==> config.mk <==
export PLATFORM = sky130hd
export DESIGN_NAME = ir_pulse_distance_decoder
export DESIGN_NICKNAME = d
export VERILOG_FILES = /design/src/rtl/core/irpd_pkg.sv /design/src/rtl/core/irpd_interval.sv /design/src/rtl/core/irpd_frame.sv /design/src/rtl/core/irpd_out.sv /design/src/rtl/core/ir_pulse_distance_decoder.sv
export SDC_FILE = /design/constraint.sdc
export NUM_CORES = 1
export LEC_CHECK = 0
export ABC_AREA = 1
export BUFFER_PORTS_ARGS = -buffer_cell sky130_fd_sc_hd__buf_2
export CORE_ASPECT_RATIO = 0.6
export CORE_MARGIN = 4
export CORE_UTILIZATION = 55
export DETAILED_ROUTE_END_ITERATION = 6
export PLACE_DENSITY = 0.81
export REMOVE_ABC_BUFFERS = 1
export SYNTH_ARGS = -nofsm -noshare
export SYNTH_HDL_FRONTEND = slang
export SYNTH_SLANG_ARGS = --single-unit
==> constraint.sdc <==
create_clock -name clock -period 7.8 [get_ports clock]
set_clock_uncertainty 0.2 [all_clocks]
set_input_delay 1.17 -clock clock [delete_from_list [all_inputs] [get_ports clock]]
set_output_delay 1.17 -clock clock [all_outputs]
set_load 0.01 [all_outputs]
==> src/rtl/core/irpd_pkg.sv <==
// Package with the types and constants of the IR pulse-distance decoder.
`timescale 1ns / 1ps

package irpd_pkg;

   localparam int unsigned TIME_W    = 32;
   localparam int unsigned TICK_W    = 16;
   localparam int unsigned CODE_W    = 32;
   localparam int unsigned CSR_IDX_W = 2;
   localparam int unsigned BIT_CNT_W = 5;

   // Register indexes of the configuration port
   localparam logic [CSR_IDX_W-1:0] CSR_FRAME_GAP  = 2'd0;
   localparam logic [CSR_IDX_W-1:0] CSR_LEADER_MIN = 2'd1;
   localparam logic [CSR_IDX_W-1:0] CSR_LEADER_MAX = 2'd2;
   localparam logic [CSR_IDX_W-1:0] CSR_ONE_MIN    = 2'd3;

   // Reset values of the configuration registers
   localparam logic [TICK_W-1:0] FRAME_GAP_RST  = 16'd500;
   localparam logic [TICK_W-1:0] LEADER_MIN_RST = 16'd224;
   localparam logic [TICK_W-1:0] LEADER_MAX_RST = 16'd298;
   localparam logic [TICK_W-1:0] ONE_MIN_RST    = 16'd32;

   // Index of the last of the 32 data bits
   localparam logic [BIT_CNT_W-1:0] LAST_BIT = 5'd31;

   typedef enum logic [1:0] {
      ST_IDLE,
      ST_LEADER,
      ST_DATA
   } phase_type;

   typedef struct packed {
      logic [TICK_W-1:0] frame_gap;
      logic [TICK_W-1:0] leader_min;
      logic [TICK_W-1:0] leader_max;
      logic [TICK_W-1:0] one_min;
   } cfg_type;

   typedef struct packed {
      logic              emit;
      logic [CODE_W-1:0] code;
   } result_type;

endpackage

==> src/rtl/core/irpd_interval.sv <==
// Input register stage: takes edge timestamps and registers the interval since the last edge.
`timescale 1ns / 1ps

module irpd_interval
   import irpd_pkg::*;
(
   input  logic              clock,
   input  logic              reset,
   input  logic              req_valid,
   output logic              req_ready,
   input  logic [TIME_W-1:0] req_edge_time,
   input  logic              step,
   output logic              interval_vld,
   output logic [TIME_W-1:0] interval
);

   logic              vld_ff;
   logic              vld_in;
   logic [TIME_W-1:0] interval_ff;
   logic [TIME_W-1:0] interval_in;
   logic [TIME_W-1:0] last_time_ff;
   logic              accept;

   assign req_ready   = !vld_ff || step;
   assign accept      = req_valid && req_ready;
   assign interval_in = req_edge_time - last_time_ff;

   always_comb begin
      vld_in = vld_ff;
      if (accept) begin
         vld_in = 1'b1;
      end else if (step) begin
         vld_in = 1'b0;
      end
   end

   always_ff @(posedge clock) begin
      if (reset) begin
         vld_ff       <= 1'b0;
         last_time_ff <= '0;
      end else begin
         vld_ff <= vld_in;
         if (accept) begin
            last_time_ff <= req_edge_time;
         end
      end
   end

   always_ff @(posedge clock) begin
      if (accept) begin
         interval_ff <= interval_in;
      end
   end

   assign interval_vld = vld_ff;
   assign interval     = interval_ff;

endmodule

==> src/rtl/core/irpd_frame.sv <==
// Frame tracker: classes each interval and shifts data bits into the code word.
`timescale 1ns / 1ps

module irpd_frame
   import irpd_pkg::*;
(
   input  logic              clock,
   input  logic              reset,
   input  cfg_type           cfg,
   input  logic [TIME_W-1:0] interval,
   input  logic              step,
   output result_type        result
);

   phase_type              state_ff;
   phase_type              state_in;
   logic [BIT_CNT_W-1:0]   bit_cnt_ff;
   logic [BIT_CNT_W-1:0]   bit_cnt_in;
   logic [CODE_W-1:0]      shift_ff;
   logic [CODE_W-1:0]      shift_in;
   logic                   gap_hit;
   logic                   leader_ok;
   logic                   data_bit;

   assign gap_hit   = interval >= {{(TIME_W-TICK_W){1'b0}}, cfg.frame_gap};
   assign leader_ok = (interval >= {{(TIME_W-TICK_W){1'b0}}, cfg.leader_min}) &&
                      (interval <= {{(TIME_W-TICK_W){1'b0}}, cfg.leader_max});
   assign data_bit  = interval >= {{(TIME_W-TICK_W){1'b0}}, cfg.one_min};

   always_comb begin
      state_in    = state_ff;
      bit_cnt_in  = bit_cnt_ff;
      shift_in    = shift_ff;
      result.emit = 1'b0;
      result.code = {shift_ff[CODE_W-2:0], data_bit};
      if (gap_hit) begin
         // a long gap restarts the frame from any phase
         state_in = ST_LEADER;
         shift_in = '0;
      end else begin
         unique case (state_ff)
            ST_IDLE: begin
            end
            ST_LEADER: begin
               if (leader_ok) begin
                  state_in   = ST_DATA;
                  bit_cnt_in = '0;
               end
            end
            ST_DATA: begin
               shift_in = {shift_ff[CODE_W-2:0], data_bit};
               if (bit_cnt_ff == LAST_BIT) begin
                  result.emit = 1'b1;
                  state_in    = ST_LEADER;
               end else begin
                  bit_cnt_in = bit_cnt_ff + 1'b1;
               end
            end
            default: begin
               state_in = ST_IDLE;
            end
         endcase
      end
   end

   always_ff @(posedge clock) begin
      if (reset) begin
         state_ff   <= ST_IDLE;
         bit_cnt_ff <= '0;
         shift_ff   <= '0;
      end else if (step) begin
         state_ff   <= state_in;
         bit_cnt_ff <= bit_cnt_in;
         shift_ff   <= shift_in;
      end
   end

endmodule

==> src/rtl/core/irpd_out.sv <==
// Result register: holds a finished code word until the receiver takes it.
`timescale 1ns / 1ps

module irpd_out
   import irpd_pkg::*;
(
   input  logic              clock,
   input  logic              reset,
   input  logic              load,
   input  logic [CODE_W-1:0] code,
   output logic              free,
   output logic              rsp_valid,
   input  logic              rsp_ready,
   output logic [CODE_W-1:0] rsp_code_word
);

   logic              vld_ff;
   logic              vld_in;
   logic [CODE_W-1:0] code_ff;

   assign free = !vld_ff || rsp_ready;

   always_comb begin
      vld_in = vld_ff;
      if (load) begin
         vld_in = 1'b1;
      end else if (rsp_ready) begin
         vld_in = 1'b0;
      end
   end

   always_ff @(posedge clock) begin
      if (reset) begin
         vld_ff <= 1'b0;
      end else begin
         vld_ff <= vld_in;
      end
   end

   always_ff @(posedge clock) begin
      if (load) begin
         code_ff <= code;
      end
   end

   assign rsp_valid     = vld_ff;
   assign rsp_code_word = code_ff;

endmodule

==> src/rtl/core/ir_pulse_distance_decoder.sv <==
// IR pulse-distance decoder top level: config registers and the three pipeline parts.
//
// Usage:
//   req_* carries one transaction per falling edge of the IR receiver: req_edge_time is
//   the free-running 32-bit tick count at that edge. rsp_* carries one transaction per
//   completed frame: rsp_code_word is the 32-bit code, first bit received in bit 31.
//   Most edges produce no response; the edge that closes the last of 32 data bits after
//   a frame gap and a leader produces one, and after a frame the next leader starts a new code.
//   csr_* writes a threshold register (frame gap, leader min, leader max, one min);
//   write it only while the block is idle.
// Path: the last-bit transaction is registered in the interval register, and its
//   code word then in the result register, raising rsp_valid; a full one stalls it.
// Throughput: one edge per cycle unless a code word waits on a full result register,
//   set by the single registered pass through the interval register and the frame tracker.
// Reset: clears the pipeline, the frame phase, the last timestamp (the first interval
//   is taken from zero) and loads the default thresholds 500, 224, 298 and 32.
// Stall: while rsp_ready is low a finished code word is held in the result register;
//   edges that produce no response keep flowing, and req_ready drops only when a
//   second code word is ready and the result register is still full.
`timescale 1ns / 1ps

module ir_pulse_distance_decoder
   import irpd_pkg::*;
(
   input  logic                 clock,
   input  logic                 reset,
   input  logic                 req_valid,
   output logic                 req_ready,
   input  logic [TIME_W-1:0]    req_edge_time,
   output logic                 rsp_valid,
   input  logic                 rsp_ready,
   output logic [CODE_W-1:0]    rsp_code_word,
   input  logic                 csr_wr_en,
   input  logic [CSR_IDX_W-1:0] csr_index,
   input  logic [TICK_W-1:0]    csr_wdata
);

   cfg_type           cfg_ff;
   logic              interval_vld;
   logic [TIME_W-1:0] interval;
   logic              out_free;
   logic              step;
   result_type        result;

   // Threshold registers; the user must make writes only while no transaction is in flight (not checked).
   always_ff @(posedge clock) begin
      if (reset) begin
         cfg_ff.frame_gap  <= FRAME_GAP_RST;
         cfg_ff.leader_min <= LEADER_MIN_RST;
         cfg_ff.leader_max <= LEADER_MAX_RST;
         cfg_ff.one_min    <= ONE_MIN_RST;
      end else if (csr_wr_en) begin
         unique case (csr_index)
            CSR_FRAME_GAP:  cfg_ff.frame_gap  <= csr_wdata;
            CSR_LEADER_MIN: cfg_ff.leader_min <= csr_wdata;
            CSR_LEADER_MAX: cfg_ff.leader_max <= csr_wdata;
            CSR_ONE_MIN:    cfg_ff.one_min    <= csr_wdata;
            default: begin
            end
         endcase
      end
   end

   // Advance the registered interval unless it carries a code word and the result
   // register cannot take it this cycle.
   assign step = interval_vld && (!result.emit || out_free);

   irpd_interval u_interval (
      .clock         (clock),
      .reset         (reset),
      .req_valid     (req_valid),
      .req_ready     (req_ready),
      .req_edge_time (req_edge_time),
      .step          (step),
      .interval_vld  (interval_vld),
      .interval      (interval)
   );

   irpd_frame u_frame (
      .clock    (clock),
      .reset    (reset),
      .cfg      (cfg_ff),
      .interval (interval),
      .step     (step),
      .result   (result)
   );

   irpd_out u_out (
      .clock         (clock),
      .reset         (reset),
      .load          (step && result.emit),
      .code          (result.code),
      .free          (out_free),
      .rsp_valid     (rsp_valid),
      .rsp_ready     (rsp_ready),
      .rsp_code_word (rsp_code_word)
   );

endmodule

# Word-level counts from Yosys, hierarchy flattened

Index checks and enable logic that the tools add are counted.

Register bits: 200
Bits of input ports: 55
Output and inout bits: 34
Word-level logic and storage cells: 69

Add/subtract/negate cells: 2
Order comparisons: 4
Equality and inequality tests: 11
Muxes and demuxes: 16
Bitwise gates (word level): 1
Reduce and logical (&&, ||, !) cells: 23

Operators by type and width:

| kind                | number |
|---|---|
| $ge 32x16->1        | 3 |
| $mux 31             | 2 |
| $le 32x16->1        | 1 |
| $sub 32x32->32      | 1 |
| $mux 5              | 2 |
| $pmux 5 s2          | 1 |
| $reduce_and 2->1    | 5 |
| $reduce_bool 2->1   | 4 |
| $mux 1              | 7 |
| $eq 2x2->1 const B  | 3 |
| $mux 2              | 3 |
| $ne 3x1->1 const B  | 2 |
| $pmux 2 s3          | 1 |
| $add 5x1->5 const B | 1 |
| $eq 5x5->1 const B  | 1 |
| $reduce_and 5->1    | 1 |
| $eq 2x1->1 const B  | 2 |
| $logic_and 1x1->1   | 4 |
| $logic_not 2->1     | 2 |
| $ne 2x1->1 const B  | 2 |
| $reduce_and 4->1    | 1 |
| $logic_not 1->1     | 3 |
| $logic_or 1x1->1    | 3 |
| $ne 2x2->1 const B  | 1 |
| $not 1->1           | 1 |

# Depth between registers and ports, before layout

Word-level depth: 10
Depth in mapped cells: 18
Gate-level depth less buffers: 18

# Hierarchy

Synthesis repeated with hierarchy kept, for this count alone.

Cell total of the unflattened synthesis: 1598
Area, all modules: 11568.6 µm²

By module, submodules not included:

| module                    | times used | cells each | area an instance (µm²) | sequential area each (µm²) |
|---|---|---|---|---|
| irpd_interval             | 1          | 680        | 4563.1                 | 1621.6 |
| irpd_frame                | 1          | 490        | 3379.5                 | 760.7 |
| ir_pulse_distance_decoder | 1          | 391        | 2622.5                 | 1281.2 |
| irpd_out                  | 1          | 37         | 1003.5                 | 980.9 |

# Worst setup path before layout

No wires, ideal clock.

Kind: input to register
Start point: in rsp_ready
End point: reg u_out.code_ff[0], in the netlist u_out.rsp_code_word[0], enable pin
Library setup time: 0.502 ns
Data arrival time: 4.490 ns
Required time: 7.098 ns
Path slack: 2.609 ns
Stages on the path: 4
Buffers on the path: 0
Cell sequence: nor2_1 nand4_1 nand2_1 nor4_1

Cells in the longest elaborated chain, start to end: 4

RTL lines:

| what                 | line                            | RTL |
|---|---|---|
| from (decl)          | ir_pulse_distance_decoder.sv:31 | `input logic rsp_ready,` |
| $logic_or 1x1->1     | irpd_out.sv:21                  | `assign free = !vld_ff \|\| rsp_ready;` |
| $logic_or 1x1->1     | ir_pulse_distance_decoder.sv:66 | `assign step = interval_vld && (!result.emit \|\| out_free);` |
| $logic_and 1x1->1    | ir_pulse_distance_decoder.sv:66 |  |
| $logic_and 1x1->1    | ir_pulse_distance_decoder.sv:91 | `.load (step && result.emit),` |
| net u_out.load       | irpd_out.sv:9                   | `input logic load,` |
| to (signal assigned) | irpd_out.sv:42                  | `code_ff <= code;` |
| to (decl)            | irpd_out.sv:19                  | `logic [CODE_W-1:0] code_ff;` |

The timed path passes the listed nets, and every way through them passes these cells.
A chain may end at the register's enable or synchronous reset.

# Final worst setup path

Start point: reg u_interval.interval_ff[14], in the netlist u_interval.interval[14]
End point: out req_ready

Cells in the longest elaborated chain, start to end: 6

RTL lines:

| what                   | line                            | RTL |
|---|---|---|
| from (decl)            | irpd_interval.sv:19             | `logic [TIME_W-1:0] interval_ff;` |
| from (signal assigned) | irpd_interval.sv:51             | `interval_ff <= interval_in;` |
| $ge 32x16->1           | irpd_frame.sv:25                | `assign gap_hit = interval >= {{(TIME_W-TICK_W){1'b0}}, cfg.frame_gap};` |
| $mux 1                 | irpd_frame.sv:36                | `if (gap_hit) begin` |
| $logic_not 1->1        | ir_pulse_distance_decoder.sv:66 |  |
| $logic_or 1x1->1       | ir_pulse_distance_decoder.sv:66 |  |
| $logic_and 1x1->1      | ir_pulse_distance_decoder.sv:66 |  |
| $logic_or 1x1->1       | irpd_interval.sv:24             | `assign req_ready = !vld_ff \|\| step;` |
| to (decl)              | ir_pulse_distance_decoder.sv:28 | `output logic req_ready,` |

Every way passes these cells.

==> metrics.csv <==
metric;value;unit
post-synthesis sequential area ratio;0.4465;
mean post-synth cell area;8.172;µm²
Worst R2R Setup Slack;4.32;ns
area of the multi-input gates;4903;µm²
first-pass GRT wire length;39.48;mm
R2R Path End;u_frame.shift_ff[10]$_SDFFE_PP0P_;
crit start category;flip-flop;
Yosys top cell by area;dfxtp_1;
cells on worst reg2reg path;12;
Fin. Hold Viols;0;
cell with the most instances after synthesis;nand2_1;
GRT Resource Usage Total;0.2323;
routability cong.;0.9011;
min-delay src;u_frame.shift_ff[30]$_SDFFE_PP0P_;
via count;8631;
wire per inst;15.13;µm
CORE AREA;18310;µm²
routed vias/inst;5.405;
Final Critical Period;3.886;ns
largest net degree at the start of global routing;104;
hold_buf cts;0;
remaining antenna violation count after routing;0;
Remaining Overflow, GRT;0;
WHS Path Cells;0;
Leak Pwr;5.129;nW
Post-CTS Setup Bufs;0;
n_diodes;0;
Int Power;1.748;mW
root buffer cell;clkbuf_16;
Global Route met3 Usage;0.04571;
Synth Flop Type;dfxtp_1;
Critical Path End Type;primary output;
cell area after synthesis;10400;µm²
post-synthesis cell type count;41;
number of synthesized flops with an enable pin;64;
FFs w/ async S/R, synth;0;
nets;1497;
worst hold-check path type;flip-flop to flip-flop;
final setup fails;0;
Synth Warn #;0;
# port buffers;88;
DRC viols;0;
DR pass1 iterations;7;
Worst Hold End;u_out.rsp_code_word[31]$_DFFE_PP_;
crit path DAT;2.52;ns
most frequent cells after synthesis;204 x nand2_1, 172 x inv_1, 145 x nor2_1, 139 x a21oi_1, 136 x dfxtp_1;
initial antenna violation count;0;
Slew Viols, Final;0;
share of the synthesized area in the top cell type;0.2617;
DIE AREA;21250;µm²
fin crit share;0.4982;
Clk pwr share;0.357;
Initial Util;0.5683;
CP Cell Sequence;ha_1, nand2_1, inv_2, a21oi_1, nand3_1, nor3_4, nand2_2, inv_2, nand4_4, buf_2;
CP most frequent cell;inv_2;
HPWL Detailed;17.59;mm
height of the die;114.5;µm
CTS tree;built;
PwrDens;218.2;nW/µm²
cells after synthesis;1273;
register share of total power;0.466;
Comb pwr share;0.177;
crit-path max cell delay;0.52;ns
VDD IR-drop max;0.1563;mV
Reg-to-Reg Start;u_interval.interval[6]$_DFFE_PP_;
Synth area leaders;dfxtp_1 26%, edfxtp_1 18%, ha_1 12%;
Peak Freq;257.3;MHz
RSZ-0062 raised after global routing;false;
clock buffer depth;2;
area delta synth->final;11.38;%
Slew HR;0.3380;
post-layout util;0.6329;
crit-path max FO;5;
share of layout cells above drive strength 1;0.1024;
CP max-delay cell;edfxtp_1;
WS Path Type;flip-flop to primary output;
Post-Route Setup TNS;0;ns
Hold WS;0.2320;ns
FF/Latch Area;4644;µm²
post-cts resize count;0;
clock sink count;200;
GR peak layer;met1;
Sw Ratio;0.3086;
switching power of the nets;0.7801;mW
die width;185.5;µm
H-tree depth;4;
Filler cells;1554;
GR Layer Usage met2;0.3394;
CTS buffer count;17;
actual slew at the worst max-slew pin;0.9903;ns
Initial DRC Count;756;
vias in the first global route;7877;
I/O pin total;89;
Synth Register Bits;200;
CP required;6.43;ns
num rows;38;
Routed WL;24.16;mm
MaxCap Viol Count;0;
outcome;complete, no violations;
Worst-path clk slew;0.08;ns
met1 GRT Util;0.3590;
Worst-Skew Late Latency;0.44;ns
==> power groups by stage <==
stage / Combinational (mW) / Sequential (mW) / Clock [mW]
2_1_floorplan: 0.315 / 1.18 / 0
3_3_place_gp: 0.423 / 1.20 / 0
3_5_place_dp: 0.437 / 1.20 / 0
4_1_cts: 0.443 / 1.18 / 0.909
5_1_grt: 0.512 / 1.18 / 0.953
6_report: 0.448 / 1.18 / 0.901
==> area by class of cell <==
cell class | instances | share of cell area
inverter | 176 | 0.05702
sequential | 200 | 0.4009
clock buffer | 18 | 0.03790
clock inverter | 14 | 0.01447
multi-input combinational | 857 | 0.4232
timing repair buffer | 92 | 0.04060
tap | 240 | 0.02592
==> worst max path at each step <==
stage,to,slack [ns],depth (start not counted),start
after floorplan,u_out.rsp_code_word[0]$_DFFE_PP_,2.61,4,rsp_ready
after global placement,u_interval.interval[29]$_DFFE_PP_,4.29,11,req_edge_time[2]
after detailed placement,u_interval.interval[30]$_DFFE_PP_,4.23,12,req_edge_time[0]
after CTS,req_ready,3.92,10,u_interval.interval[14]$_DFFE_PP_
after global routing,req_ready,3.79,10,u_interval.interval[15]$_DFFE_PP_
final,req_ready,3.91,10,u_interval.interval[14]$_DFFE_PP_
==> cells by family after synthesis <==
kind of cell,after synthesis,synth area share
flip-flops,200,0.4465
AND/OR/NAND/NOR,435,0.1746
XOR/XNOR,29,0.02442
buffers and inverters,216,0.08299
AO/OA/AOI/OAI,295,0.1529
adder cells (fa/ha/maj),98,0.1186
==> registers in the layout (all words and copies together) (netlist names) <==
name / cells
u_out.rsp_code_word: 32
u_frame.shift_ff: 31
u_frame.state_ff: 2
cfg_ff: 64
u_interval.last_time_ff: 32
u_interval.interval_vld: 1
u_interval.interval: 32
u_frame.bit_cnt_ff: 5
u_out.rsp_valid: 1
==> critical path: cells and delay by family (launching register included) <==
kind	cells	cell delay [ns]
compound gates	1	0.13
fa+ha+maj	1	0.32
buf+inv	3	0.33
flops	1	0.52
simple gates	5	0.76
==> cell usage in the layout, fill, tap and decap left out, drive strengths merged, types with 18 or more instances in the layout <==
| cell type | instances |
|---|---|
| nand2 | 207 |
| inv | 183 |
| nor2 | 147 |
| a21oi | 139 |
| dfxtp | 136 |
| o21ai | 109 |
| ha | 97 |
| buf | 92 |
| edfxtp | 64 |
| nand3 | 50 |
| xor2 | 19 |
| clkbuf | 18 |
==> routing by layer <==
layer  wire (µm)  up-vias
met4         286        0
met1       12450     3967
met3        1541       26
met5           0        -
li1            -     4388
met2        9883      250
==> through the flow <==
stage	instances	total power, mW	setup slack [ns]	area [µm²]
after floorplan	1233	1.499	2.609	10200
after global placement	1565	1.621	4.286	10980
after detailed placement	1565	1.637	4.228	10980
after CTS	1597	2.528	3.917	11590
after global routing	1597	2.648	3.788	11590
final	1597	2.528	3.914	11590
Note: power is estimated with default switching activity, not from simulation.
